===== src/rtl/dpd_pkg.sv =====
// ----------------------------------------------------------------------------
// Detector proposal decoder package
// Widths, register codes, configuration and record types shared by the block.
// ----------------------------------------------------------------------------
package dpd_pkg;

  // limits of the stream
  localparam int unsigned MaxClasses   = 128;
  localparam int unsigned MaxProposals = 16384;

  // field widths
  localparam int unsigned VAL_W     = 23;
  localparam int unsigned CLS_W     = 7;
  localparam int unsigned NUM_W     = 14;
  localparam int unsigned CNT_W     = 8;
  localparam int unsigned CNT_MAX   = 255;
  localparam int unsigned BOX_VALS  = 4;
  localparam int unsigned BOX_IDX_W = 2;
  localparam int unsigned THR_W     = 13;
  localparam int unsigned SCALE_W   = 16;
  localparam int unsigned EXT_W     = 13;
  localparam int unsigned EXT_MAX   = 4096;
  localparam int unsigned POS_W     = 12;
  localparam int unsigned LEN_W     = 13;

  // configuration port
  localparam int unsigned CFG_IDX_W  = 3;
  localparam int unsigned CFG_DATA_W = 64;
  localparam int unsigned MASK_W     = 2 * CFG_DATA_W;

  // fixed point datapath
  localparam int unsigned FRAC_SHIFT = 25;
  localparam int unsigned DIFF_W     = VAL_W + 3;           // 2*c - s, signed
  localparam int unsigned KS_W       = SCALE_W + 1;         // scale as signed
  localparam int unsigned LO_W       = DIFF_W + KS_W;       // signed edge product
  localparam int unsigned LOC_W      = LO_W - 1;            // edge after clamp at zero
  localparam int unsigned SZ_W       = VAL_W + 1 + SCALE_W; // 2*s*k, unsigned
  localparam int unsigned ROOM_W     = LOC_W + 2;           // signed room to frame edge
  localparam int unsigned PIX_W      = LOC_W - FRAC_SHIFT;  // edge in whole pixels

  // queue between front and back
  localparam int unsigned QDEPTH = 4;
  localparam int unsigned QPTR_W = 2;
  localparam int unsigned QCNT_W = 3;

  // configuration register indexes
  typedef enum logic [CFG_IDX_W-1:0] {
    CFG_SCORE_THRESHOLD  = 3'd0,
    CFG_SCALE_HORIZONTAL = 3'd1,
    CFG_SCALE_VERTICAL   = 3'd2,
    CFG_FRAME_WIDTH      = 3'd3,
    CFG_FRAME_HEIGHT     = 3'd4,
    CFG_CLASS_MASK_LOW   = 3'd5,
    CFG_CLASS_MASK_HIGH  = 3'd6,
    CFG_CLASS_FILTER_ON  = 3'd7
  } cfg_idx_e;

  typedef struct packed {
    logic [THR_W-1:0]   score_threshold;
    logic [SCALE_W-1:0] scale_horizontal;
    logic [SCALE_W-1:0] scale_vertical;
    logic [EXT_W-1:0]   frame_width;
    logic [EXT_W-1:0]   frame_height;
    logic [MASK_W-1:0]  class_mask;
    logic               class_filter_on;
  } cfg_t;

  localparam cfg_t CFG_RESET = '{
    score_threshold:  THR_W'(1229),
    scale_horizontal: SCALE_W'(4096),
    scale_vertical:   SCALE_W'(4096),
    frame_width:      EXT_W'(640),
    frame_height:     EXT_W'(640),
    class_mask:       MASK_W'(4),
    class_filter_on:  1'b1
  };

  // accepted proposal handed from front to back
  typedef struct packed {
    logic [VAL_W-1:0] xc;
    logic [VAL_W-1:0] yc;
    logic [VAL_W-1:0] w;
    logic [VAL_W-1:0] h;
    logic [CLS_W-1:0] cls;
    logic [VAL_W-1:0] score;
    logic [NUM_W-1:0] num;
  } rec_t;

  typedef struct packed {
    logic valid;
    rec_t rec;
  } push_t;

  // queue status seen by both sides
  typedef struct packed {
    logic full;
    logic not_empty;
  } q_status_t;

  // back stage after the multipliers
  typedef struct packed {
    logic signed [LO_W-1:0] lo_x;
    logic [SZ_W-1:0]        sz_x;
    logic signed [LO_W-1:0] lo_y;
    logic [SZ_W-1:0]        sz_y;
    logic [CLS_W-1:0]       cls;
    logic [VAL_W-1:0]       score;
    logic [NUM_W-1:0]       num;
  } mul_t;

  // back stage after the edge clamp
  typedef struct packed {
    logic [POS_W-1:0]         pos_x;
    logic signed [ROOM_W-1:0] room_x;
    logic [SZ_W-1:0]          sz_x;
    logic [POS_W-1:0]         pos_y;
    logic signed [ROOM_W-1:0] room_y;
    logic [SZ_W-1:0]          sz_y;
    logic [CLS_W-1:0]         cls;
    logic [VAL_W-1:0]         score;
    logic [NUM_W-1:0]         num;
  } edge_t;

  typedef struct packed {
    logic [POS_W-1:0] left;
    logic [POS_W-1:0] top;
    logic [LEN_W-1:0] width;
    logic [LEN_W-1:0] height;
    logic [CLS_W-1:0] cls;
    logic [VAL_W-1:0] score;
    logic [NUM_W-1:0] num;
  } result_t;

  // frame size forced into one to the largest frame
  function automatic logic [EXT_W-1:0] clamp_extent(input logic [EXT_W-1:0] v);
    logic [EXT_W-1:0] r;
    if (v == '0) begin
      r = EXT_W'(1);
    end else if (v > EXT_W'(EXT_MAX)) begin
      r = EXT_W'(EXT_MAX);
    end else begin
      r = v;
    end
    return r;
  endfunction

endpackage


===== src/rtl/dpd_back.sv =====
// ----------------------------------------------------------------------------
// Detector proposal decoder back
// Scales and clips the box in three elastic stages ending in the output register.
// ----------------------------------------------------------------------------
module dpd_back (
  input  logic                        clk_i,
  input  logic                        rst_ni,
  input  dpd_pkg::cfg_t               cfg_i,
  input  dpd_pkg::q_status_t          q_status_i,
  input  dpd_pkg::rec_t               rec_i,
  output logic                        pop_o,
  output logic                        out_valid_o,
  input  logic                        out_stall_i,
  output dpd_pkg::result_t            result_o
);

  logic             mul_v_q;
  logic             edge_v_q;
  logic             out_v_q;
  dpd_pkg::mul_t    mul_q;
  dpd_pkg::edge_t   edge_q;
  dpd_pkg::result_t out_q;

  logic ready_out;
  logic ready_edge;
  logic ready_mul;

  dpd_pkg::mul_t    mul_d;
  dpd_pkg::edge_t   edge_d;
  dpd_pkg::result_t out_d;

  logic signed [dpd_pkg::DIFF_W-1:0] diff_x;
  logic signed [dpd_pkg::DIFF_W-1:0] diff_y;
  logic signed [dpd_pkg::KS_W-1:0]   k_x;
  logic signed [dpd_pkg::KS_W-1:0]   k_y;

  logic [dpd_pkg::EXT_W-1:0]  ext_x;
  logic [dpd_pkg::EXT_W-1:0]  ext_y;
  logic [dpd_pkg::EXT_W-1:0]  lim_x;
  logic [dpd_pkg::EXT_W-1:0]  lim_y;
  logic [dpd_pkg::LOC_W-1:0]  loc_x;
  logic [dpd_pkg::LOC_W-1:0]  loc_y;
  logic [dpd_pkg::PIX_W-1:0]  pix_x;
  logic [dpd_pkg::PIX_W-1:0]  pix_y;

  logic signed [dpd_pkg::ROOM_W-1:0] szs_x;
  logic signed [dpd_pkg::ROOM_W-1:0] szs_y;
  logic signed [dpd_pkg::ROOM_W-1:0] szm_x;
  logic signed [dpd_pkg::ROOM_W-1:0] szm_y;

  // stage handshake, each stage moves when the next one frees up
  assign ready_out  = !out_v_q || !out_stall_i;
  assign ready_edge = !edge_v_q || ready_out;
  assign ready_mul  = !mul_v_q || ready_edge;
  assign pop_o      = q_status_i.not_empty && ready_mul;

  // stage one: edge and size products
  always_comb begin
    diff_x = $signed({2'b00, rec_i.xc, 1'b0}) - $signed({3'b000, rec_i.w});
    diff_y = $signed({2'b00, rec_i.yc, 1'b0}) - $signed({3'b000, rec_i.h});
    k_x    = $signed({1'b0, cfg_i.scale_horizontal});
    k_y    = $signed({1'b0, cfg_i.scale_vertical});
    mul_d.lo_x  = diff_x * k_x;
    mul_d.lo_y  = diff_y * k_y;
    mul_d.sz_x  = {rec_i.w, 1'b0} * cfg_i.scale_horizontal;
    mul_d.sz_y  = {rec_i.h, 1'b0} * cfg_i.scale_vertical;
    mul_d.cls   = rec_i.cls;
    mul_d.score = rec_i.score;
    mul_d.num   = rec_i.num;
  end

  // stage two: clamp edge at zero, room to the far edge, pixel edge limit
  always_comb begin
    ext_x = dpd_pkg::clamp_extent(cfg_i.frame_width);
    ext_y = dpd_pkg::clamp_extent(cfg_i.frame_height);
    lim_x = ext_x - 1'b1;
    lim_y = ext_y - 1'b1;
    loc_x = mul_q.lo_x[dpd_pkg::LO_W-1] ? '0 : mul_q.lo_x[dpd_pkg::LOC_W-1:0];
    loc_y = mul_q.lo_y[dpd_pkg::LO_W-1] ? '0 : mul_q.lo_y[dpd_pkg::LOC_W-1:0];
    pix_x = loc_x[dpd_pkg::LOC_W-1:dpd_pkg::FRAC_SHIFT];
    pix_y = loc_y[dpd_pkg::LOC_W-1:dpd_pkg::FRAC_SHIFT];
    edge_d.room_x = $signed({{(dpd_pkg::ROOM_W - dpd_pkg::EXT_W - dpd_pkg::FRAC_SHIFT){1'b0}},
                             ext_x, {dpd_pkg::FRAC_SHIFT{1'b0}}}) -
                    $signed({2'b00, loc_x});
    edge_d.room_y = $signed({{(dpd_pkg::ROOM_W - dpd_pkg::EXT_W - dpd_pkg::FRAC_SHIFT){1'b0}},
                             ext_y, {dpd_pkg::FRAC_SHIFT{1'b0}}}) -
                    $signed({2'b00, loc_y});
    edge_d.pos_x = (pix_x > dpd_pkg::PIX_W'(lim_x)) ? lim_x[dpd_pkg::POS_W-1:0]
                                                    : pix_x[dpd_pkg::POS_W-1:0];
    edge_d.pos_y = (pix_y > dpd_pkg::PIX_W'(lim_y)) ? lim_y[dpd_pkg::POS_W-1:0]
                                                    : pix_y[dpd_pkg::POS_W-1:0];
    edge_d.sz_x  = mul_q.sz_x;
    edge_d.sz_y  = mul_q.sz_y;
    edge_d.cls   = mul_q.cls;
    edge_d.score = mul_q.score;
    edge_d.num   = mul_q.num;
  end

  // stage three: size limited by room, saturated at zero
  always_comb begin
    szs_x = $signed({{(dpd_pkg::ROOM_W - dpd_pkg::SZ_W){1'b0}}, edge_q.sz_x});
    szs_y = $signed({{(dpd_pkg::ROOM_W - dpd_pkg::SZ_W){1'b0}}, edge_q.sz_y});
    szm_x = (szs_x > edge_q.room_x) ? edge_q.room_x : szs_x;
    szm_y = (szs_y > edge_q.room_y) ? edge_q.room_y : szs_y;
    out_d.left   = edge_q.pos_x;
    out_d.top    = edge_q.pos_y;
    out_d.width  = szm_x[dpd_pkg::ROOM_W-1] ? '0
                 : szm_x[dpd_pkg::FRAC_SHIFT+dpd_pkg::LEN_W-1:dpd_pkg::FRAC_SHIFT];
    out_d.height = szm_y[dpd_pkg::ROOM_W-1] ? '0
                 : szm_y[dpd_pkg::FRAC_SHIFT+dpd_pkg::LEN_W-1:dpd_pkg::FRAC_SHIFT];
    out_d.cls    = edge_q.cls;
    out_d.score  = edge_q.score;
    out_d.num    = edge_q.num;
  end

  // stage valid flags
  always_ff @(posedge clk_i or negedge rst_ni) begin
    if (!rst_ni) begin
      mul_v_q  <= 1'b0;
      edge_v_q <= 1'b0;
      out_v_q  <= 1'b0;
    end else begin
      if (ready_mul) begin
        mul_v_q <= pop_o;
      end
      if (ready_edge) begin
        edge_v_q <= mul_v_q;
      end
      if (ready_out) begin
        out_v_q <= edge_v_q;
      end
    end
  end

  // stage payloads
  always_ff @(posedge clk_i) begin
    if (pop_o) begin
      mul_q <= mul_d;
    end
    if (ready_edge && mul_v_q) begin
      edge_q <= edge_d;
    end
    if (ready_out && edge_v_q) begin
      out_q <= out_d;
    end
  end

  assign out_valid_o = out_v_q;
  assign result_o    = out_q;

endmodule


===== config.mk =====
export PLATFORM = sky130hd
export DESIGN_NAME = dpd_back
export DESIGN_NICKNAME = d
export VERILOG_FILES = /design/src/rtl/dpd_pkg.sv /design/src/rtl/dpd_back.sv
export SDC_FILE = /design/constraint.sdc
export NUM_CORES = 2
export LEC_CHECK = 0
export BUFFER_PORTS_ARGS = -buffer_cell sky130_fd_sc_hd__buf_2
export CELL_PAD_IN_SITES_DETAIL_PLACEMENT = 0
export CELL_PAD_IN_SITES_GLOBAL_PLACEMENT = 2
export CORE_MARGIN = 3
export CORE_UTILIZATION = 40
export CTS_BUF_LIST = sky130_fd_sc_hd__clkbuf_8
export DETAILED_ROUTE_END_ITERATION = 10
export GPL_TIMING_DRIVEN = 0
export MAX_ROUTING_LAYER = met4
export PLACE_DENSITY = 0.83
export SYNTH_ARGS = -nofsm -noshare
export SYNTH_HDL_FRONTEND = slang
export SYNTH_SLANG_ARGS = --single-unit

===== constraint.sdc =====
create_clock -name clk_i -period 10.2 [get_ports clk_i]
set_input_delay 0.51 -clock clk_i [delete_from_list [all_inputs] [get_ports clk_i]]
set_output_delay 0.51 -clock clk_i [all_outputs]
set_load 0.01 [all_outputs]

==> results.ini <==
[timing]
slew_violations=0
finalSetupTns_ps=0
finalClockSkew_ps=35.5
worst_hold_slack_ps=78.8
fin_crit_ps=9940
final.period_utilization=0.975
setup_viol=0
fmax_mhz=101
worst_slew_pin_slew_ps=1420
slew-limit-headroom=0.0545
finalHoldViolations=0

[floorplan]
coreArea_sq_um=197000
initial_core_util=0.403
die_h_um=452
die-area_sq_um=204000
pin_count=437
die_x_um=452
rows=163

[finish]
fillers=19500
seqCellArea_sq_um=16000
syn_to_final_growth_pct=9.47
final_cell_count_no_fill=11400
multi_input_area_sq_um=55700
fin_nets=11000
drive_above_1_share=0.0660
design_area_sq_um=87000

[global_route]
grt_pass1_wl_um=398000
grt-ovfl-total=0
grt_pass1_vias=62900
antenna_found_initial=35
grt_max_degree=75
track_usage=0.267

[placement]
dp_cells=11200
post_dp_cell_area_sq_um=84500
globalplace.congestion=0.971
hpwl_um=221000
port_buffers=281

[clock_network]
clk_pin_slew_ps=60
cts_tree=done
cts.sinks=533
cts_made_buffers=88
htree_num_levels=3
ctsLongestPathBuffers=3
clock_latency_ps=680
cts_root_buf=clkbuf_8

[critical_path]
crit_path_top_delay_cell=or4b_2
arrival_ps=10290
worstPathMaxFanout=17
critPathMaxStageDelay_ps=660
crit_top_cell=fa_1
cp-end-kind=flop
crit_required_ps=10550
startpoint_type=input port
worstSetupPathType=in2reg

[flow_run]
maxCapViolCount=0

[synthesis]
syn_area_sq_um=79500
yosysSeqAreaShare=0.201
synth_cell_types=94
synthArstFlopShare=0.00563
syn_area_per_cell_sq_um=9.58
syn_nets=10600
ys_ff_latch=533
yosys_warnings=0
synth_edf_count=530
syn_inst=8302
synth_flop_cell=edfxtp_1

[route]
dr_total_vias=59600
drtIter0Drc=4862
drtPass1Iterations=6
routedWlPerCell_um=22.9
viasPerCell=5.21
drc_errors=0
drtAntennaViolNets=0
totalWireLength_um=263000

[hold_path]
hp-class=in2reg

[status]
status=completed

-- state kept, by name, indices dropped and copies added, names as in the netlist --
name and count:
edge_q 232, edge_d 120, result_o 94, mul_q 84, edge_v_q 1, mul_v_q 1
out_valid_o 1
-- worst paths after layout --
path / cells past startpoint / start / slack [ps] / to
max: 31 / rec_i[69] / 260 / mul_q[197]$_DFFE_PP_
min: 2 / q_status_i[0] / 80 / mul_v_q$_DFFE_PN0N_
max reg2reg: 12 / mul_q[125]$_DFFE_PP_ / 5550 / edge_q[122]$_DFFE_PP_
min reg2reg: 0 / edge_q[135]$_DFFE_PP_ / 410 / result_o[77]$_DFFE_PP_
max in group asynchronous: 2 / rst_ni / 9890 / mul_v_q$_DFFE_PN0N_
min in group asynchronous: 2 / rst_ni / 200 / edge_v_q$_DFFE_PN0P_
-- metal layers --
layer  routed length [um]  global-route usage  share of wire
met5                    0                   -              0
met4                 6410              0.0604          0.024
met3                19600              0.0413          0.075
met2               118000               0.411           0.45
met1               119000               0.373           0.45
-- timing repair --
item	CTS	global route
pin swaps	0	3
hold endpoints to repair	47	0
buffers inserted	0	8
gates resized for setup	23	30
hold buffers	45	0
setup endpoints to repair	22	25
-- cell usage in the layout, fill, tap and decap left out, drive strengths merged, types with 71 or more instances in the layout --
cell type	netlist	routed
a21o	115	115
nand2b	103	103
nor2	416	416
o21ai	143	143
and2	419	419
nand3	119	119
clkbuf	324	399
ha	606	606
fa	1368	1368
nand2	1058	1058
edfxtp	530	530
nor2b	71	71
nor3	73	73
a21oi	224	224
buf	36	338
inv	1790	1816
xnor2	176	176
-- area by class of cell --
type                            instances  area share
Tap cell                             2640      0.0380
Sequential cell                       533       0.184
Clock inverter                         63     0.00575
Buffer                                344      0.0153
Clock buffer                           91      0.0144
Timing Repair Buffer                  348      0.0253
Antenna cell                           14    0.000403
Inverter                             1794      0.0774
Multi-Input combinational cell       5615       0.640
-- cell families after synthesis --
| kind of cell | count (synthesis) | share of synthesized area |
|---|---|---|
| mux | 101 | 0.0136 |
| simple gates | 2438 | 0.144 |
| fa+ha+maj | 1974 | 0.440 |
| xor+xnor | 231 | 0.0254 |
| compound gates | 871 | 0.0737 |
| flops | 533 | 0.201 |
| buf+inv | 2154 | 0.102 |
-- worst max-delay path: cells and delay by family --
family                   cells  cell delay [ps]
XOR/XNOR                     1              650
AO/OA/AOI/OAI               11             2910
adder cells (fa/ha/maj)      8             3810
buffers and inverters        6             1110
AND/OR/NAND/NOR              5             1280
-- metrics by stage --
stage,setup WS [ps],utilization
floorplan,1560,-
global placement,-2580,0.427
detailed placement,-2210,0.428
CTS,1.68,0.440
global route,-16.3,0.441
finish,259,0.441
-- synth_stat cells (all sizes together) (47+ instances only) --
cell type  number  area [sq um]
edfxtp        530         15900
a31oi          65           407
ha            606          7580
nor2          416          1560
inv          1790          6720
nand2        1058          3970
and2          419          2620
nand2b        103           644
fa           1368         27400
xnor2         176          1540
mux2i          47           470
a21oi         224          1130
xor2           55           482
a21o          115           863
nor2b          71           444
nand3         119           596
o21a           49           368
mux2           54           608
clkbuf        324          1220
o21ai         143           719
nor3           73           375
Power is left out: the tool's default activity adds up to more than one toggle a clock period on the data nets, which glitch-free logic cannot reach.
