File: src/rtl/dpd_pkg.sv
// ----------------------------------------------------------------------------
// Detector proposal decoder package
// Widths, register codes, configuration and record types shared by the block.
// ----------------------------------------------------------------------------
package dpd_pkg;

  // limits of the stream
  localparam int unsigned MaxClasses   = 128;
  localparam int unsigned MaxProposals = 16384;

  // field widths
  localparam int unsigned VAL_W     = 23;
  localparam int unsigned CLS_W     = 7;
  localparam int unsigned NUM_W     = 14;
  localparam int unsigned CNT_W     = 8;
  localparam int unsigned CNT_MAX   = 255;
  localparam int unsigned BOX_VALS  = 4;
  localparam int unsigned BOX_IDX_W = 2;
  localparam int unsigned THR_W     = 13;
  localparam int unsigned SCALE_W   = 16;
  localparam int unsigned EXT_W     = 13;
  localparam int unsigned EXT_MAX   = 4096;
  localparam int unsigned POS_W     = 12;
  localparam int unsigned LEN_W     = 13;

  // configuration port
  localparam int unsigned CFG_IDX_W  = 3;
  localparam int unsigned CFG_DATA_W = 64;
  localparam int unsigned MASK_W     = 2 * CFG_DATA_W;

  // fixed point datapath
  localparam int unsigned FRAC_SHIFT = 25;
  localparam int unsigned DIFF_W     = VAL_W + 3;           // 2*c - s, signed
  localparam int unsigned KS_W       = SCALE_W + 1;         // scale as signed
  localparam int unsigned LO_W       = DIFF_W + KS_W;       // signed edge product
  localparam int unsigned LOC_W      = LO_W - 1;            // edge after clamp at zero
  localparam int unsigned SZ_W       = VAL_W + 1 + SCALE_W; // 2*s*k, unsigned
  localparam int unsigned ROOM_W     = LOC_W + 2;           // signed room to frame edge
  localparam int unsigned PIX_W      = LOC_W - FRAC_SHIFT;  // edge in whole pixels

  // queue between front and back
  localparam int unsigned QDEPTH = 4;
  localparam int unsigned QPTR_W = 2;
  localparam int unsigned QCNT_W = 3;

  // configuration register indexes
  typedef enum logic [CFG_IDX_W-1:0] {
    CFG_SCORE_THRESHOLD  = 3'd0,
    CFG_SCALE_HORIZONTAL = 3'd1,
    CFG_SCALE_VERTICAL   = 3'd2,
    CFG_FRAME_WIDTH      = 3'd3,
    CFG_FRAME_HEIGHT     = 3'd4,
    CFG_CLASS_MASK_LOW   = 3'd5,
    CFG_CLASS_MASK_HIGH  = 3'd6,
    CFG_CLASS_FILTER_ON  = 3'd7
  } cfg_idx_e;

  typedef struct packed {
    logic [THR_W-1:0]   score_threshold;
    logic [SCALE_W-1:0] scale_horizontal;
    logic [SCALE_W-1:0] scale_vertical;
    logic [EXT_W-1:0]   frame_width;
    logic [EXT_W-1:0]   frame_height;
    logic [MASK_W-1:0]  class_mask;
    logic               class_filter_on;
  } cfg_t;

  localparam cfg_t CFG_RESET = '{
    score_threshold:  THR_W'(1229),
    scale_horizontal: SCALE_W'(4096),
    scale_vertical:   SCALE_W'(4096),
    frame_width:      EXT_W'(640),
    frame_height:     EXT_W'(640),
    class_mask:       MASK_W'(4),
    class_filter_on:  1'b1
  };

  // accepted proposal handed from front to back
  typedef struct packed {
    logic [VAL_W-1:0] xc;
    logic [VAL_W-1:0] yc;
    logic [VAL_W-1:0] w;
    logic [VAL_W-1:0] h;
    logic [CLS_W-1:0] cls;
    logic [VAL_W-1:0] score;
    logic [NUM_W-1:0] num;
  } rec_t;

  typedef struct packed {
    logic valid;
    rec_t rec;
  } push_t;

  // queue status seen by both sides
  typedef struct packed {
    logic full;
    logic not_empty;
  } q_status_t;

  // back stage after the multipliers
  typedef struct packed {
    logic signed [LO_W-1:0] lo_x;
    logic [SZ_W-1:0]        sz_x;
    logic signed [LO_W-1:0] lo_y;
    logic [SZ_W-1:0]        sz_y;
    logic [CLS_W-1:0]       cls;
    logic [VAL_W-1:0]       score;
    logic [NUM_W-1:0]       num;
  } mul_t;

  // back stage after the edge clamp
  typedef struct packed {
    logic [POS_W-1:0]         pos_x;
    logic signed [ROOM_W-1:0] room_x;
    logic [SZ_W-1:0]          sz_x;
    logic [POS_W-1:0]         pos_y;
    logic signed [ROOM_W-1:0] room_y;
    logic [SZ_W-1:0]          sz_y;
    logic [CLS_W-1:0]         cls;
    logic [VAL_W-1:0]         score;
    logic [NUM_W-1:0]         num;
  } edge_t;

  typedef struct packed {
    logic [POS_W-1:0] left;
    logic [POS_W-1:0] top;
    logic [LEN_W-1:0] width;
    logic [LEN_W-1:0] height;
    logic [CLS_W-1:0] cls;
    logic [VAL_W-1:0] score;
    logic [NUM_W-1:0] num;
  } result_t;

  // frame size forced into one to the largest frame
  function automatic logic [EXT_W-1:0] clamp_extent(input logic [EXT_W-1:0] v);
    logic [EXT_W-1:0] r;
    if (v == '0) begin
      r = EXT_W'(1);
    end else if (v > EXT_W'(EXT_MAX)) begin
      r = EXT_W'(EXT_MAX);
    end else begin
      r = v;
    end
    return r;
  endfunction

endpackage

File: src/rtl/dpd_front.sv
// ----------------------------------------------------------------------------
// Detector proposal decoder front
// Takes elements, holds the box, tracks the best class and decides per proposal.
// ----------------------------------------------------------------------------
module dpd_front (
  input  logic                         clk_i,
  input  logic                         rst_ni,
  input  dpd_pkg::cfg_t                cfg_i,
  input  logic                         in_valid_i,
  output logic                         in_stall_o,
  input  logic [dpd_pkg::VAL_W-1:0]    element_value_i,
  input  logic                         last_element_i,
  input  logic                         first_of_frame_i,
  input  dpd_pkg::q_status_t           q_status_i,
  output dpd_pkg::push_t               push_o
);

  logic [dpd_pkg::CNT_W-1:0] cnt_q;
  logic [dpd_pkg::NUM_W-1:0] prop_q;
  logic [dpd_pkg::VAL_W-1:0] best_q;
  logic [dpd_pkg::CLS_W-1:0] cls_q;
  logic                      seen_q;
  logic [dpd_pkg::VAL_W-1:0] held_q [dpd_pkg::BOX_VALS];

  logic                      take;
  logic [dpd_pkg::CNT_W-1:0] cnt_e;
  logic [dpd_pkg::NUM_W-1:0] prop_e;
  logic [dpd_pkg::VAL_W-1:0] best_e;
  logic [dpd_pkg::CLS_W-1:0] cls_e;
  logic                      seen_e;
  logic [dpd_pkg::CNT_W-1:0] cls_off;
  logic                      is_box;
  logic                      better;
  logic [dpd_pkg::VAL_W-1:0] best_d;
  logic [dpd_pkg::CLS_W-1:0] cls_d;
  logic                      seen_d;
  logic [dpd_pkg::CNT_W-1:0] cnt_d;
  logic [dpd_pkg::NUM_W-1:0] prop_d;
  logic                      accept;

  // a transfer needs room in the queue
  assign take       = in_valid_i && !q_status_i.full;
  assign in_stall_o = q_status_i.full;

  // start of frame clears the proposal state before this element
  always_comb begin
    cnt_e  = first_of_frame_i ? '0 : cnt_q;
    prop_e = first_of_frame_i ? '0 : prop_q;
    best_e = first_of_frame_i ? '0 : best_q;
    cls_e  = first_of_frame_i ? '0 : cls_q;
    seen_e = first_of_frame_i ? 1'b0 : seen_q;
  end

  // running argmax, strict greater so the first class wins a tie
  always_comb begin
    cls_off = cnt_e - dpd_pkg::CNT_W'(dpd_pkg::BOX_VALS);
    is_box  = cnt_e < dpd_pkg::CNT_W'(dpd_pkg::BOX_VALS);
    better  = !is_box && (cls_off < dpd_pkg::CNT_W'(dpd_pkg::MaxClasses)) &&
              (element_value_i > best_e);
    best_d  = better ? element_value_i : best_e;
    cls_d   = better ? cls_off[dpd_pkg::CLS_W-1:0] : cls_e;
    seen_d  = seen_e || better;
    cnt_d   = (cnt_e == dpd_pkg::CNT_W'(dpd_pkg::CNT_MAX)) ? cnt_e : cnt_e + 1'b1;
    prop_d  = (prop_e == dpd_pkg::NUM_W'(dpd_pkg::MaxProposals - 1)) ? '0 : prop_e + 1'b1;
  end

  // proposal verdict: score above zero, threshold and class mask
  always_comb begin
    accept = seen_d &&
             (best_d >= dpd_pkg::VAL_W'(cfg_i.score_threshold)) &&
             (!cfg_i.class_filter_on || cfg_i.class_mask[cls_d]);
  end

  // record for the back end
  always_comb begin
    push_o.valid     = take && last_element_i && accept;
    push_o.rec.xc    = held_q[0];
    push_o.rec.yc    = held_q[1];
    push_o.rec.w     = held_q[2];
    push_o.rec.h     = held_q[3];
    push_o.rec.cls   = cls_d;
    push_o.rec.score = best_d;
    push_o.rec.num   = prop_e;
  end

  // proposal state
  always_ff @(posedge clk_i or negedge rst_ni) begin
    if (!rst_ni) begin
      cnt_q  <= '0;
      prop_q <= '0;
      best_q <= '0;
      cls_q  <= '0;
      seen_q <= 1'b0;
    end else if (take) begin
      if (last_element_i) begin
        cnt_q  <= '0;
        prop_q <= prop_d;
        best_q <= '0;
        cls_q  <= '0;
        seen_q <= 1'b0;
      end else begin
        cnt_q  <= cnt_d;
        prop_q <= prop_e;
        best_q <= best_d;
        cls_q  <= cls_d;
        seen_q <= seen_d;
      end
    end
  end

  // box values of the current proposal
  always_ff @(posedge clk_i) begin
    if (take && is_box) begin
      held_q[cnt_e[dpd_pkg::BOX_IDX_W-1:0]] <= element_value_i;
    end
  end

endmodule

File: config.mk
export PLATFORM = sky130hd
export DESIGN_NAME = dpd_front
export DESIGN_NICKNAME = d
export VERILOG_FILES = /design/src/rtl/dpd_pkg.sv /design/src/rtl/dpd_front.sv
export SDC_FILE = /design/constraint.sdc
export NUM_CORES = 1
export LEC_CHECK = 0
export BUFFER_PORTS_ARGS = -buffer_cell sky130_fd_sc_hd__buf_2
export CORE_MARGIN = 10
export CORE_UTILIZATION = 42
export DETAILED_ROUTE_END_ITERATION = 6
export GPL_TIMING_DRIVEN = 0
export PLACE_DENSITY = 0.71
export SLEW_MARGIN = 0
export SYNTH_ARGS = -nofsm -noshare
export SYNTH_HDL_FRONTEND = slang
export SYNTH_SLANG_ARGS = --single-unit
File: constraint.sdc
create_clock -name clk_i -period 19.95 [get_ports clk_i]
set_input_delay 2.9925 -clock clk_i [delete_from_list [all_inputs] [get_ports clk_i]]
set_output_delay 2.9925 -clock clk_i [all_outputs]
set_load 0.01 [all_outputs]
==> results of run 1 <==
[registers in the layout, summed over array words and instances, names as in the netlist]
register,cells
best_q,23
cnt_q,8
seen_q,1
cls_q,7
prop_q,14
held_q,92
[kinds of logic (layout without fill, tap and decap cells)]
logic type | count (synthesis) | count (layout) | share of synthesized area (%)
other | 0 | 1 | 0
buffers and inverters | 88 | 427 | 4.309
adder cells (fa/ha/maj) | 43 | 43 | 6.055
flip-flops | 145 | 145 | 46.02
XOR/XNOR | 11 | 11 | 1.084
multiplexers | 18 | 18 | 2.225
AND/OR/NAND/NOR | 337 | 337 | 18.78
AO/OA/AOI/OAI | 277 | 277 | 21.53
[stage by stage]
stage / worst slack (ps) / cells / util (%)
final: 5595 / 1534 / 54.39
after global placement: 5821 / 1501 / 51.54
after global routing: 5094 / 1534 / 54.39
after floorplan: 8212 / 919 / -
after detailed placement: 5687 / 1501 / 51.54
after CTS: 5671 / 1533 / 54.37
[placed cells by master (no fill, tap or decap), types with 26 or more instances in the layout]
cell type  synthesis  layout
nand2b_1          33      33
inv_1             28      28
clkbuf_1          36      36
o21ai_0           50      50
dfrtp_1           53      53
nand2_1          127     127
ha_1              43      43
a21oi_1           68      68
nand3_1           26      26
edfxtp_1          92      92
nor2_1            39      39
a22o_1            27      27
buf_2             12     318
nor3_1            28      28
[path summary, 6_finish.rpt]
| kind | slack [ps] | to |
|---|---|---|
| max in group asynchronous | 16830 | cnt_q[2] |
| setup / recovery | 5590 | push_o[136] |
| hold reg to reg | 480 | best_q[0] |
| min in group asynchronous | 2620 | cls_q[0] |
| hold / removal | 480 | best_q[0] |
| setup reg to reg | 15350 | best_q[1] |
[power breakdown]
part | total, mW | internal (mW) | leakage [nW] | switching [mW]
Sequential | 0.330 | 0.327 | 1.57 | 0.00283
Clock | 0.321 | 0.178 | 0.290 | 0.143
Combinational | 0.0785 | 0.0314 | 3.13 | 0.0470
Total | 0.729 | 0.536 | 4.99 | 0.192
[tightest hold or removal path, delay by kind of cell, from the launching register on]
| family | cells | cell delay, ps |
|---|---|---|
| DFF | 1 | 340 |
| AOI/OAI and AO/OA | 1 | 60 |
| and+or+nand+nor | 1 | 40 |
[cell type report]
cell class	count	area, µm²	area share (%)
Tap cell	275	344.1	3.028
Clock buffer	17	425.4	3.744
Inverter	30	112.6	0.9911
Antenna cell	1	2.502	0.02202
Buffer	58	270.3	2.379
Clock inverter	15	165.2	1.454
Timing Repair Buffer	307	1539	13.54
Sequential cell	145	4089	35.99
Multi-Input combinational cell	686	4414	38.85
[metal layers]
layer / track usage [%] / routed length [µm]
met4: 8.939 / 883
met3: 5.107 / 3070
met1: 29.18 / 13020
met2: 35.08 / 15230
met5: 0 / 11
==> results.cfg, run 1 <==
[logic_synthesis]
synth_commonest_cells = nand2_1, edfxtp_1, a21oi_1, dfrtp_1, o21ai_0
synth_seq_area_share_pct = 46.02
async_flop_share_pct = 36.55
synth_edf_count = 92
yosysWarnings = 0
syn_inst = 919
synth_top_area_share_pct = 31.09
synth.area.top_cells = edfxtp_1, dfrtp_1, ha_1, nand2_1, a21oi_1
synth_seq_cells = 145
syn_avg_cell_area_um2 = 9.669
synth.most_common_cell = nand2_1
synth_nets = 1192
mappedNetlistArea_um2 = 8886
yosysUniqueCellTypes = 71
ys.flop_type = edfxtp_1
yosysTopAreaCell = edfxtp_1

[floorplanning]
io-pin-count = 368
initial_core_util_pct = 42.54
rows = 53
die_w_um = 165.5
core_area_um2 = 20890
dieArea_um2 = 27380
chipHeight_um = 165.5

[timing]
skew_ps = 12.43
hold_slack_ps = 483.2
final_hold_viol_count = 0
slew_violations = 0
slew_headroom_pct = 7.369
worst_pin_slew_ps = 1389
rsz0062_at_grt = false
clock.fmax_ghz = 0.06966
tns_ps = 0
finalSetupViolations = 0
fin_crit_sh_pct = 71.96
min_period_ps = 14360

[route]
ant_nets = 0
routed_via_density = 5.767
drc_errors = 0
wl_per_cell_um = 21.00
firstDrtPassIters = 5
route.vias.total = 8846
drtIter0Drc = 748
wl_um = 32220

[power_and_ir_drop]
p_leak_nw = 4.988
power.total_mw = 0.7289
vdd_drop_max_mv = 0.05804
powerDensity_nw_per_um2 = 64.15

[global_route]
grt_pass1_vias = 8428
globalRoute.totalOverflow = 0
grt_use_total_pct = 22.32
grt_start_max_net_pins = 54
grt_pass1_wl_um = 47760
antenna_found_initial = 2

[critical_path]
worstSetupPathType = in2out
critical-path-top-delay-family = buffers and inverters
path_buf_inv = 10
worstReg2RegStart = cnt_q[2]
path_max_fanout = 10
cp_common_cell = clkbuf_1
crit_path_start = first_of_frame_i
critPathCaptureType = output pin
crit_cells = 32
r2r.worst_path.cells = 15
required_ps = 16960
worst_setup_path_start_kind = input port
cpMaxStageDelayCell = o41ai_1
cp_slowest_stage_delay_ps = 570
arrival_ps = 11360

[placed_design]
dpl_cell_area_um2 = 10770
place.gp.congestion = 0.9286
dp_hpwl_um = 24800
portBuffers = 307

[clocking]
path_clk_slew_ps = 70
cts.sinks = 145
cts_hold_buf = 0
ctsResizeCount = 0
cts_buffers = 17
ctsRootBufferMaster = clkbuf_16
cts_tree = yes
clock_latency_ps = 430
clockBufferDepth = 2
cts_setup_buffers = 0
cts_max_level = 4

[job]
maxCapViolations = 0

[finish]
nets = 1518
area_growth_pct = 27.86
design_area_um2 = 11360
fillers = 1927
drive_above_1_share_pct = 30.52

[outcome]
outcome = completed

[min_path]
min_path_cells = 2
hold_class = reg2reg
worstHoldStart = best_q[0]
Note: power is estimated with default switching activity, not from simulation.
==> inputs of run 2 (changes only) <==
PLACE_DENSITY = 0.74   (was 0.71)
clock period = 12.65 ns   (was 19.95 ns; I/O delays follow)
==> run 2 against run 1 <==
  * Setup slack worse by 4900 ps
  * Global-route usage is 0.16 points higher
  * Clock skew is 5.0 ps lower
  * Core utilization hardly changed
  * Clock power is 58% higher
  * Final cell count hardly changed
  * Non-clock buffer count stayed put
  * Sequential power is 58% higher
  * Sequential cell count stayed put
  * First-iteration DRC count is 23% higher
==> results.cfg, run 2 (synthesis gave the netlist of run 1 again) <==
[global_route]
globalRoute.totalOverflow = 0
grt_pass1_wl_um = 48020
antenna_found_initial = 3
grt_pass1_vias = 8514
grt_start_max_net_pins = 54
grt_use_total_pct = 22.48

[route]
drt-met1-wl_um = 13390
route.vias.total = 8917
wl_per_cell_um = 21.15
wl_met2_um = 15160
drc_errors = 0
firstDrtPassIters = 5
route.met3.wl_um = 3143
drtIter0Drc = 919
ant_nets = 0
wl_um = 32460
topRoutingLayerUsed = met4
routed_via_density = 5.809

[timing]
tns_ps = 0
skew_ps = 7.401
worst_pin_slew_ps = 1304
finalSetupViolations = 0
rsz0062_at_grt = false
final_hold_viol_count = 0
min_period_ps = 11960
layout_setup_ws_ps = 686.0
fin_crit_sh_pct = 94.58
clock.fmax_ghz = 0.08358
slew_headroom_pct = 13.08
hold_slack_ps = 486.5
slew_violations = 0

[floorplanning]
die_w_um = 165.5
io-pin-count = 368
rows = 53
initial_core_util_pct = 42.54
core_area_um2 = 20890
chipHeight_um = 165.5
dieArea_um2 = 27380

[critical_path]
critPathCaptureType = output pin
cpMaxStageDelayCell = o41ai_1
arrival_ps = 10070
critical-path-top-delay-family = buffers and inverters
cp_slowest_stage_delay_ps = 570
required_ps = 10750
path_max_fanout = 10
worstSetupPathType = in2out
worst_setup_path_start_kind = input port
cp_common_cell = clkbuf_1
path_buf_inv = 10

[finish]
final_common_cell = buf_2
largest_reg_flops = 92
multi_input_area_um2 = 4414
final_core_util_pct = 54.42
register_area_um2 = 4089
area_growth_pct = 27.92
drive_above_1_share_pct = 30.68
design_area_um2 = 11370
nets = 1518
fillers = 1936
instances_no_fill = 1535
layout_common_cells = buf_2, nand2_1, edfxtp_1, a21oi_1, dfrtp_1

[clocking]
cts_max_level = 4
clock_latency_ps = 430
cts_hold_buf = 0
ctsRootBufferMaster = clkbuf_16
cts_tree = yes
clockBufferDepth = 2
cts_setup_buffers = 0
cts_buffers = 17
cts.sinks = 145
path_clk_slew_ps = 70

[power_and_ir_drop]
powerDensity_nw_per_um2 = 101.2
p_leak_nw = 4.994
power.total_mw = 1.150
vdd_drop_max_mv = 0.08090

[job]
maxCapViolations = 0

[min_path]
hold_class = reg2reg

[placed_design]
dp_hpwl_um = 24890
dp_slack_ps = 462.8
portBuffers = 307
dpl_cell_area_um2 = 10770
place.gp.congestion = 0.9415
dp_cells = 1501

[outcome]
outcome = completed
## run 2: tightest hold or removal path, cell delays in order (launching register included)
cell and delay, ps:
dfrtp_1 340, nand2_1 40, o21ai_0 70
## run 2: worst paths after layout
path | startpoint | end | slack [ps] | cells past startpoint
max | first_of_frame_i | push_o[136] | 690 | 32
max in group asynchronous | rst_ni | best_q[3] | 10620 | 1
min in group asynchronous | rst_ni | cls_q[0] | 1540 | 1
min | best_q[0] | best_q[0] | 490 | 2
min reg2reg | best_q[0] | best_q[0] | 490 | 2
max reg2reg | cnt_q[2] | best_q[2] | 7960 | 15
## run 2: power breakdown
part	total [mW]	switching (mW)	internal, mW
combinational	0.124	0.0747	0.0495
clock	0.506	0.225	0.281
sequential	0.520	0.00440	0.515
total	1.15	0.304	0.846
## run 2: layer usage
metal	global-route usage [%]	up-vias
met5	0	-
met4	7.702	0
met3	4.239	68
met2	35.81	494
met1	30.06	4230
li1	-	4125
## run 2: final cells by class
cell class	instances	share of cell area (%)
tap	275	3.027
sequential	145	35.97
timing repair buffer	307	13.54
clock buffer	17	3.742
multi-input combinational	686	38.83
buffer	58	2.400
inverter	30	0.9906
clock inverter	15	1.453
antenna	2	0.04403
## run 2: repair_timing
| item | in CTS | in global routing |
|---|---|---|
| hold endpoints to repair | 0 | 0 |
| gates resized for setup | 0 | 4 |
| endpoints found under the setup margin | 0 | 1 |
