## config.mk

```make
export PLATFORM = sky130hd
export DESIGN_NAME = dpd_queue
export DESIGN_NICKNAME = d
export VERILOG_FILES = /design/src/rtl/dpd_pkg.sv /design/src/rtl/dpd_queue.sv
export SDC_FILE = /design/constraint.sdc
export NUM_CORES = 1
export LEC_CHECK = 0
export ABC_AREA = 1
export BUFFER_PORTS_ARGS = -buffer_cell sky130_fd_sc_hd__buf_4
export CORE_MARGIN = 2
export CORE_UTILIZATION = 26
export CTS_CLUSTER_DIAMETER = 100
export CTS_CLUSTER_SIZE = 40
export DETAILED_ROUTE_END_ITERATION = 16
export GPL_TIMING_DRIVEN = 0
export SETUP_SLACK_MARGIN = 0.2
export SLEW_MARGIN = 5
export SYNTH_ARGS = -nofsm -noshare
export SYNTH_HDL_FRONTEND = slang
export SYNTH_SLANG_ARGS = --single-unit
```

## constraint.sdc

```tcl
create_clock -name clk_i -period 6.6 [get_ports clk_i]
set_input_delay 0.66 -clock clk_i [delete_from_list [all_inputs] [get_ports clk_i]]
set_output_delay 0.66 -clock clk_i [all_outputs]
set_load 0.01 [all_outputs]
```

## src/rtl/dpd_pkg.sv

```systemverilog
// ----------------------------------------------------------------------------
// Detector proposal decoder package
// Widths, register codes, configuration and record types shared by the block.
// ----------------------------------------------------------------------------
package dpd_pkg;

  // limits of the stream
  localparam int unsigned MaxClasses   = 128;
  localparam int unsigned MaxProposals = 16384;

  // field widths
  localparam int unsigned VAL_W     = 23;
  localparam int unsigned CLS_W     = 7;
  localparam int unsigned NUM_W     = 14;
  localparam int unsigned CNT_W     = 8;
  localparam int unsigned CNT_MAX   = 255;
  localparam int unsigned BOX_VALS  = 4;
  localparam int unsigned BOX_IDX_W = 2;
  localparam int unsigned THR_W     = 13;
  localparam int unsigned SCALE_W   = 16;
  localparam int unsigned EXT_W     = 13;
  localparam int unsigned EXT_MAX   = 4096;
  localparam int unsigned POS_W     = 12;
  localparam int unsigned LEN_W     = 13;

  // configuration port
  localparam int unsigned CFG_IDX_W  = 3;
  localparam int unsigned CFG_DATA_W = 64;
  localparam int unsigned MASK_W     = 2 * CFG_DATA_W;

  // fixed point datapath
  localparam int unsigned FRAC_SHIFT = 25;
  localparam int unsigned DIFF_W     = VAL_W + 3;           // 2*c - s, signed
  localparam int unsigned KS_W       = SCALE_W + 1;         // scale as signed
  localparam int unsigned LO_W       = DIFF_W + KS_W;       // signed edge product
  localparam int unsigned LOC_W      = LO_W - 1;            // edge after clamp at zero
  localparam int unsigned SZ_W       = VAL_W + 1 + SCALE_W; // 2*s*k, unsigned
  localparam int unsigned ROOM_W     = LOC_W + 2;           // signed room to frame edge
  localparam int unsigned PIX_W      = LOC_W - FRAC_SHIFT;  // edge in whole pixels

  // queue between front and back
  localparam int unsigned QDEPTH = 4;
  localparam int unsigned QPTR_W = 2;
  localparam int unsigned QCNT_W = 3;

  // configuration register indexes
  typedef enum logic [CFG_IDX_W-1:0] {
    CFG_SCORE_THRESHOLD  = 3'd0,
    CFG_SCALE_HORIZONTAL = 3'd1,
    CFG_SCALE_VERTICAL   = 3'd2,
    CFG_FRAME_WIDTH      = 3'd3,
    CFG_FRAME_HEIGHT     = 3'd4,
    CFG_CLASS_MASK_LOW   = 3'd5,
    CFG_CLASS_MASK_HIGH  = 3'd6,
    CFG_CLASS_FILTER_ON  = 3'd7
  } cfg_idx_e;

  typedef struct packed {
    logic [THR_W-1:0]   score_threshold;
    logic [SCALE_W-1:0] scale_horizontal;
    logic [SCALE_W-1:0] scale_vertical;
    logic [EXT_W-1:0]   frame_width;
    logic [EXT_W-1:0]   frame_height;
    logic [MASK_W-1:0]  class_mask;
    logic               class_filter_on;
  } cfg_t;

  localparam cfg_t CFG_RESET = '{
    score_threshold:  THR_W'(1229),
    scale_horizontal: SCALE_W'(4096),
    scale_vertical:   SCALE_W'(4096),
    frame_width:      EXT_W'(640),
    frame_height:     EXT_W'(640),
    class_mask:       MASK_W'(4),
    class_filter_on:  1'b1
  };

  // accepted proposal handed from front to back
  typedef struct packed {
    logic [VAL_W-1:0] xc;
    logic [VAL_W-1:0] yc;
    logic [VAL_W-1:0] w;
    logic [VAL_W-1:0] h;
    logic [CLS_W-1:0] cls;
    logic [VAL_W-1:0] score;
    logic [NUM_W-1:0] num;
  } rec_t;

  typedef struct packed {
    logic valid;
    rec_t rec;
  } push_t;

  // queue status seen by both sides
  typedef struct packed {
    logic full;
    logic not_empty;
  } q_status_t;

  // back stage after the multipliers
  typedef struct packed {
    logic signed [LO_W-1:0] lo_x;
    logic [SZ_W-1:0]        sz_x;
    logic signed [LO_W-1:0] lo_y;
    logic [SZ_W-1:0]        sz_y;
    logic [CLS_W-1:0]       cls;
    logic [VAL_W-1:0]       score;
    logic [NUM_W-1:0]       num;
  } mul_t;

  // back stage after the edge clamp
  typedef struct packed {
    logic [POS_W-1:0]         pos_x;
    logic signed [ROOM_W-1:0] room_x;
    logic [SZ_W-1:0]          sz_x;
    logic [POS_W-1:0]         pos_y;
    logic signed [ROOM_W-1:0] room_y;
    logic [SZ_W-1:0]          sz_y;
    logic [CLS_W-1:0]         cls;
    logic [VAL_W-1:0]         score;
    logic [NUM_W-1:0]         num;
  } edge_t;

  typedef struct packed {
    logic [POS_W-1:0] left;
    logic [POS_W-1:0] top;
    logic [LEN_W-1:0] width;
    logic [LEN_W-1:0] height;
    logic [CLS_W-1:0] cls;
    logic [VAL_W-1:0] score;
    logic [NUM_W-1:0] num;
  } result_t;

  // frame size forced into one to the largest frame
  function automatic logic [EXT_W-1:0] clamp_extent(input logic [EXT_W-1:0] v);
    logic [EXT_W-1:0] r;
    if (v == '0) begin
      r = EXT_W'(1);
    end else if (v > EXT_W'(EXT_MAX)) begin
      r = EXT_W'(EXT_MAX);
    end else begin
      r = v;
    end
    return r;
  endfunction

endpackage

```

## src/rtl/dpd_queue.sv

```systemverilog
// ----------------------------------------------------------------------------
// Detector proposal decoder queue
// Short first-in first-out buffer of accepted proposals between front and back.
// ----------------------------------------------------------------------------
module dpd_queue (
  input  logic               clk_i,
  input  logic               rst_ni,
  input  dpd_pkg::push_t     push_i,
  input  logic               pop_i,
  output dpd_pkg::q_status_t status_o,
  output dpd_pkg::rec_t      rec_o
);

  dpd_pkg::rec_t              mem_q [dpd_pkg::QDEPTH];
  logic [dpd_pkg::QPTR_W-1:0] wr_q;
  logic [dpd_pkg::QPTR_W-1:0] rd_q;
  logic [dpd_pkg::QCNT_W-1:0] count_q;

  assign status_o.full      = count_q == dpd_pkg::QCNT_W'(dpd_pkg::QDEPTH);
  assign status_o.not_empty = count_q != '0;
  assign rec_o              = mem_q[rd_q];

  // pointers and fill level
  always_ff @(posedge clk_i or negedge rst_ni) begin
    if (!rst_ni) begin
      wr_q    <= '0;
      rd_q    <= '0;
      count_q <= '0;
    end else begin
      if (push_i.valid) begin
        wr_q <= wr_q + 1'b1;
      end
      if (pop_i) begin
        rd_q <= rd_q + 1'b1;
      end
      if (push_i.valid && !pop_i) begin
        count_q <= count_q + 1'b1;
      end else if (!push_i.valid && pop_i) begin
        count_q <= count_q - 1'b1;
      end
    end
  end

  // entry storage
  always_ff @(posedge clk_i) begin
    if (push_i.valid) begin
      mem_q[wr_q] <= push_i.rec;
    end
  end

endmodule

```

==> results.sh, run 1 <==
export IMPL_outcome="complete, no violations"
export IMPL_fin_util_pct=31.4
export IMPL_p_seq_share_pct=40.3
export IMPL_critPathMaxFanout=10
export IMPL_r2r_slack_ps=4420
export IMPL_syn_inst=1636
export IMPL_reg2reg_depth=5
export IMPL_grt_max_degree=82
export IMPL_worstPathRequired_ps=5940
export IMPL_avgViaCountPerCell=4.26
export IMPL_gp_congestion=0.749
export IMPL_grt_pass1_vias=13660
export IMPL_setup_tns_ps=0
export IMPL_syn_num_nets=1782
export IMPL_syn_area_mm2=0.0222
export IMPL_ys_seq_area_share_pct=74.4
export IMPL_root_buffer="clkbuf_16"
export IMPL_rsz0062_at_grt="no"
export IMPL_gr_total_overflow=0
export IMPL_final_common_cell="edfxtp_1"
export IMPL_hold_violations=0
export IMPL_worstPathArrival_ps=2330
export IMPL_final_area_mm2=0.0267
export IMPL_multi_input_area_mm2=0.00377
export IMPL_grt_use_total_pct=12.7
export IMPL_p_clk_share_pct=15.9
export IMPL_clkLatencyLatePin_ps=610
export IMPL_fin_nets=2088
export IMPL_cts_made_buffers=22
export IMPL_firstDrtPassIters=6
export IMPL_htreeDepth=1
export IMPL_hold_end="mem_q[3][115]"
export IMPL_synth_seq_cells=551
export IMPL_fillers=8401
export IMPL_initial_core_util_pct=26.2
export IMPL_rows=107
export IMPL_switchingPower_mw=4.48
export IMPL_die_area_mm2=0.0878
export IMPL_min_from="push_i[115]"
export IMPL_relSlewSlack_pct=47.7
export IMPL_syn_area_per_cell_um2=13.6
export IMPL_cts_tree="built"
export IMPL_wl_per_cell_um=18.5
export IMPL_die_width_um=296
export IMPL_drv_slew=0
export IMPL_drv_cap=0
export IMPL_vias=13230
export IMPL_ant_nets=0
export IMPL_start_kind="flip-flop"
export IMPL_power_share_combinational_pct=43.9
export IMPL_hold_class="input port to flip-flop"
export IMPL_synth_top_cells_by_area="edfxtp_1, o211ai_1, nand2_1"
export IMPL_swShare_pct=38.3
export IMPL_hold_path_depth=1
export IMPL_synth_top_area_cell="edfxtp_1"
export IMPL_ff_latch_area_mm2=0.0165
export IMPL_synth_top_area_share_pct=73.6
export IMPL_power_density_mw_per_mm2=438
export IMPL_internal_power_mw=7.22
export IMPL_wirelength_um=57500
export IMPL_place_hpwl_um=37100
export IMPL_grt_pass1_wl_um=83900
export IMPL_vdd_drop_max_uv=244
export IMPL_antenna_found_initial=11
export IMPL_drt_iter0_drc=808
export IMPL_worstSetupEndpointType="primary output"
export IMPL_finalClockSkew_ps=41.3
export IMPL_reg2reg_from="wr_q[1]"
export IMPL_clockBufferDepth=3
export IMPL_numPortBuffers=277
export IMPL_clkTransAtPathRegs_ps=130
export IMPL_whs_ps=235
export IMPL_cts_sinks=551
export IMPL_power_leakage_nw=10.4
export IMPL_ys_warn_count=0
export IMPL_r2r_end="mem_q[1][63]"
export IMPL_tightest_slew_ps=785
export IMPL_drc=0
export IMPL_setup_viol=0
export IMPL_final_cell_mix="edfxtp_1, nand2_1, buf_4"
export IMPL_syn_to_final_growth_pct=20.2
export IMPL_io_pins=278
export IMPL_placed_area_mm2=0.0259
export IMPL_min_period_over_period_pct=45.2
export IMPL_timing_fmax_mhz=335
export IMPL_total_power_mw=11.7
export IMPL_postCtsSetupBuffers=0
export IMPL_worstSetupPathType="flip-flop to primary output"
export IMPL_dieHeight_um=296
export IMPL_drive_gt1_share_pct=21.1
export IMPL_core_area_mm2=0.0849
export IMPL_synth_cell_types=20
export IMPL_min_period_ps=2990
## worst max-delay path, cell delays in order, from the launching register on
cell and delay (ps):
dfrtp_1 400, inv_1 60, buf_2 430, buf_2 400, o211ai_1 140, nand2_1 90, buf_4 190
## per-stage QoR
stage / setup slack (ps) / instances
floorplan: 2520 / 1636
CTS: 3500 / 3101
detailed placement: 3910 / 3061
global route: 3480 / 3103
global placement: -275 / 3057
finish: 3610 / 3103
## cell type report
type                            count  share of cell area, %
Buffer                             92                   3.21
Inverter                          284                   4.11
Antenna cell                        2                 0.0188
Multi-Input combinational cell    709                   14.1
Tap cell                         1144                   5.36
Timing Repair Buffer              282                   8.24
Clock buffer                       24                   2.09
Clock inverter                     15                  0.980
Sequential cell                   551                   61.9
## state kept, by name, summed over array words and instances, names as in the netlist
name	count
mem_q	544
count_q	3
wr_q	2
rd_q	2
## worst max path at each step
stage / start / endpoint / slack (ps) / depth (start not counted)
final: rd_q[1] / rec_o[127] / 3610 / 6
after global routing: rd_q[1] / rec_o[26] / 3480 / 6
after CTS: rd_q[1] / rec_o[34] / 3500 / 6
after detailed placement: push_i[136] / mem_q[3][63] / 3910 / 5
after global placement: push_i[136] / mem_q[3][67] / -270 / 4
after floorplan: push_i[136] / mem_q[0][0] / 2520 / 3
## layer usage
| layer | wire length [um] | up-vias | share of wire, % | global-route usage (%) |
|---|---|---|---|---|
| li1 | - | 6286 | - | - |
| met1 | 22800 | 6511 | 40 | 15.3 |
| met2 | 28500 | 337 | 50 | 22.2 |
| met3 | 4590 | 80 | 8.0 | 3.78 |
| met4 | 1540 | 16 | 2.7 | 3.39 |
| met5 | 117 | - | 0.20 | 0 |
## synthesized netlist by cell type
master and n:
dfrtp_1 7, nor2_1 1, inv_1 284, o211ai_1 271, nor3_1 1, xnor2_1 1, nand3_1 1, buf_4 10
ha_1 5, clkbuf_8 6, o211ai_2 1, fa_1 1, buf_2 24, nand4_1 1, nand2_1 422, buf_6 51
xor2_1 3, o21ai_1 1, clkbuf_1 1, edfxtp_1 544
## cell families (layout without fill, tap and decap cells)
family                     count (synthesis)  in the layout  share of synthesized area [%]
buffers and inverters                    376            697                           8.65
other                                      0              2                              0
adders and majority gates                  6              6                          0.372
DFF                                      551            551                           74.4
and+or+nand+nor                          426            426                           7.22
AOI/OAI and AO/OA                        273            273                           9.24
xor gates and xnor gates                   4              4                          0.158
## power groups by stage
stage          combinational, mW  sequential, mW  clock (mW)
3_3_place_gp                5.14            4.95           0
6_report                    5.13            4.71        1.86
4_1_cts                     5.28            4.71        1.93
3_5_place_dp                5.25            4.80           0
2_1_floorplan               2.75            4.84           0
5_1_grt                     5.63            4.76        2.03
## what timing repair did
item / CTS / global route
hold endpoints to repair: 7 / 0
setup endpoints to repair: 0 / 0
hold buffers: 1 / 0
gates resized for setup: 0 / 0
(Power assumes the default switching activity.)
==> run 2, diff against run 1 <==
--- a/config.mk
+++ b/config.mk
@@ -5,7 +5,7 @@
 export SDC_FILE = /design/constraint.sdc
 export NUM_CORES = 1
 export LEC_CHECK = 0
-export ABC_AREA = 1
+export ABC_AREA = 0
 export BUFFER_PORTS_ARGS = -buffer_cell sky130_fd_sc_hd__buf_4
 export CORE_MARGIN = 2
 export CORE_UTILIZATION = 26
==> constraint.sdc (replaced) <==
create_clock -name clk_i -period 3.1 [get_ports clk_i]
set_input_delay 0.31 -clock clk_i [delete_from_list [all_inputs] [get_ports clk_i]]
set_output_delay 0.31 -clock clk_i [all_outputs]
set_load 0.01 [all_outputs]
==> run 2 against run 1 <==
Count of clock-buffer cells in the layout up 1. Area after synthesis is 9.3% lower. Hold slack got worse by 160 ps. Largest cell class unchanged.
==> results.sh, run 2 <==
export IMPL_cts_made_buffers=22
export IMPL_ys_seq_area_share_pct=82.0
export IMPL_synth_top_area_share_pct=81.1
export IMPL_outcome="complete, no violations"
export IMPL_drv_slew=0
export IMPL_synth_area_mux_share_pct=15.3
export IMPL_dp_slack_ps=691
export IMPL_total_power_mw=22.1
export IMPL_synth_top_family_by_area="multiplexers"
export IMPL_num_antenna_cells=0
export IMPL_final_common_cell="edfxtp_1"
export IMPL_synthFlopType="edfxtp_1"
export IMPL_worstSetupPathType="flip-flop to primary output"
export IMPL_fin_util_pct=33.8
export IMPL_cpMostUsedCell="buf_2"
export IMPL_timing_fmax_mhz=372
export IMPL_min_period_over_period_pct=86.7
export IMPL_gr_total_overflow=0
export IMPL_htreeDepth=1
export IMPL_grt_pass1_wl_um=62000
export IMPL_setup_viol=0
export IMPL_cts_sinks=551
export IMPL_syn_area_per_cell_um2=27.0
export IMPL_synth_adder_area_share_pct=0.410
export IMPL_drive_gt1_share_pct=41.0
export IMPL_vias=9306
export IMPL_clkLatencyLatePin_ps=590
export IMPL_syn_num_nets=891
export IMPL_drc=0
export IMPL_postCtsSetupBuffers=0
export IMPL_cpPeakStageDelay_ps=450
export IMPL_power_density_mw_per_mm2=846
export IMPL_crit_path_top_delay_cell="buf_2"
export IMPL_core_area_mm2=0.0771
export IMPL_gp_congestion=0.682
export IMPL_whs_ps=78.8
export IMPL_synth_top_area_cell="edfxtp_1"
export IMPL_r2r_slack_ps=1210
export IMPL_hold_violations=0
export IMPL_clockBufferDepth=3
export IMPL_async_reset_ff_share_pct=1.27
export IMPL_relSlewSlack_pct=66.2
export IMPL_finalClockSkew_ps=41.0
export IMPL_die_width_um=282
export IMPL_drt_iter0_drc=558
export IMPL_grt_use_total_pct=10.3
export IMPL_initial_core_util_pct=26.1
export IMPL_synth_cell_types=20
export IMPL_yosys_area_share_simple_pct=0.249
export IMPL_wl_per_cell_um=18.9
export IMPL_synthXorXnorAreaFrac_pct=0.261
export IMPL_grt_max_degree=43
export IMPL_ant_nets=0
export IMPL_min_period_ps=2690
export IMPL_power_leakage_nw=8.69
export IMPL_avgViaCountPerCell=4.13
export IMPL_largestRegisters="mem_q (544), count_q (3)"
export IMPL_placedCellCount=2074
export IMPL_firstDrtPassIters=4
export IMPL_rsz0062_at_grt="no"
export IMPL_fin_cells=2251
export IMPL_fillers=7289
export IMPL_clkTransAtPathRegs_ps=130
export IMPL_synth_edf_count=544
export IMPL_dieHeight_um=282
export IMPL_worstSetupEndpointType="primary output"
export IMPL_syn_to_final_growth_pct=29.5
export IMPL_grt_pass1_vias=10093
export IMPL_numPortBuffers=277
export IMPL_ys_warn_count=0
export IMPL_worstPathRequired_ps=2790
export IMPL_synth_most_common_cell="edfxtp_1"
export IMPL_largest_reg_flops=544
export IMPL_drv_cap=0
export IMPL_vdd_drop_max_uv=626
export IMPL_root_buffer="clkbuf_16"
export IMPL_wirelength_um=42500
export IMPL_antenna_found_initial=2
export IMPL_synth_compound_area_share_pct=0.0249
export IMPL_final_cell_mix="edfxtp_1, buf_4, dlygate4sd3_1"
export IMPL_start_kind="flip-flop"
export IMPL_crit_chain="buf_2 > buf_2 > mux4_2 > buf_4"
export IMPL_synth_seq_cells=551
export IMPL_die_area_mm2=0.0797
export IMPL_regMostFlops="mem_q"
export IMPL_rows=102
export IMPL_yosys_top_cells_count="edfxtp_1, mux4_2, buf_2"
export IMPL_tightest_slew_ps=506
export IMPL_hold_class="input port to asynchronous set/reset pin"
export IMPL_syn_area_mm2=0.0201
export IMPL_setup_ws_ps=414
export IMPL_syn_inst=745
export IMPL_critPathMaxFanout=10
export IMPL_worstPathArrival_ps=2380
export IMPL_io_pins=278
export IMPL_cts_tree="built"
export IMPL_synth_top_cells_by_area="edfxtp_1, mux4_2, buf_12"
export IMPL_fin_nets=1343
export IMPL_place_hpwl_um=27400
[run 2: per-stage QoR]
stage	TNS [ps]	area, um2
floorplan	0	20100
global placement	-659200	23500
detailed placement	0	23900
CTS	0	26100
global route	0	26100
finish	0	26100
[run 2: cell type report]
cell class / count / area [um2] / share of cell area (%)
Buffer: 31 / 348 / 1.33
Clock buffer: 25 / 583 / 2.24
Clock inverter: 13 / 250 / 0.959
Inverter: 4 / 15.0 / 0.0576
Multi-Input combinational cell: 159 / 3270 / 12.6
Sequential cell: 551 / 16500 / 63.3
Tap cell: 1040 / 1300 / 4.99
Timing Repair Buffer: 428 / 3800 / 14.6
[run 2: cells by family (layout without fill, tap and decap cells)]
logic type,after synthesis,count (layout)
AOI/OAI and AO/OA,1,1
xor gates and xnor gates,6,6
adders and majority gates,6,6
buffers and inverters,35,501
DFF,551,551
muxes,137,137
and+or+nand+nor,9,9
[run 2: repair_timing]
action                     4_1_cts  5_1_grt
hold buffers                   139        0
setup endpoints to repair       10        0
hold endpoints to repair       555        0
gates resized for setup          1        0
[run 2: routing by layer]
layer	part of all wire, %	vias up	global-route usage, %	wire length, um
li1	-	4100	-	-
met1	42	4981	13.3	18000
met2	50	191	17.9	21500
met3	5.6	30	2.55	2380
met4	1.5	4	1.64	639
met5	0.064	-	0	27
[run 2: final timing paths]
| kind | endpoint | startpoint | cells after the start |
|---|---|---|---|
| min in group clk_i | mem_q[0][127] | push_i[127] | 2 |
| setup reg to reg | mem_q[0][56] | wr_q[0] | 4 |
| hold reg to reg | count_q[2] | count_q[2] | 1 |
| max in group asynchronous | count_q[1] | rst_ni | 2 |
| hold / removal | rd_q[1] | rst_ni | 2 |
| setup / recovery | rec_o[40] | rd_q[1] | 4 |
[run 2: critical path: cells and delay by family (launching register included)]
kind	cells	cell delay [ps]
mux	1	400
buf+inv	3	1010
flops	1	360
[run 2: report_power, final]
group	internal [mW]	total (mW)	switching [mW]
sequential	9.70	9.98	0.278
combinational	4.13	8.15	4.02
clock	1.52	3.95	2.43
total	15.3	22.1	6.72
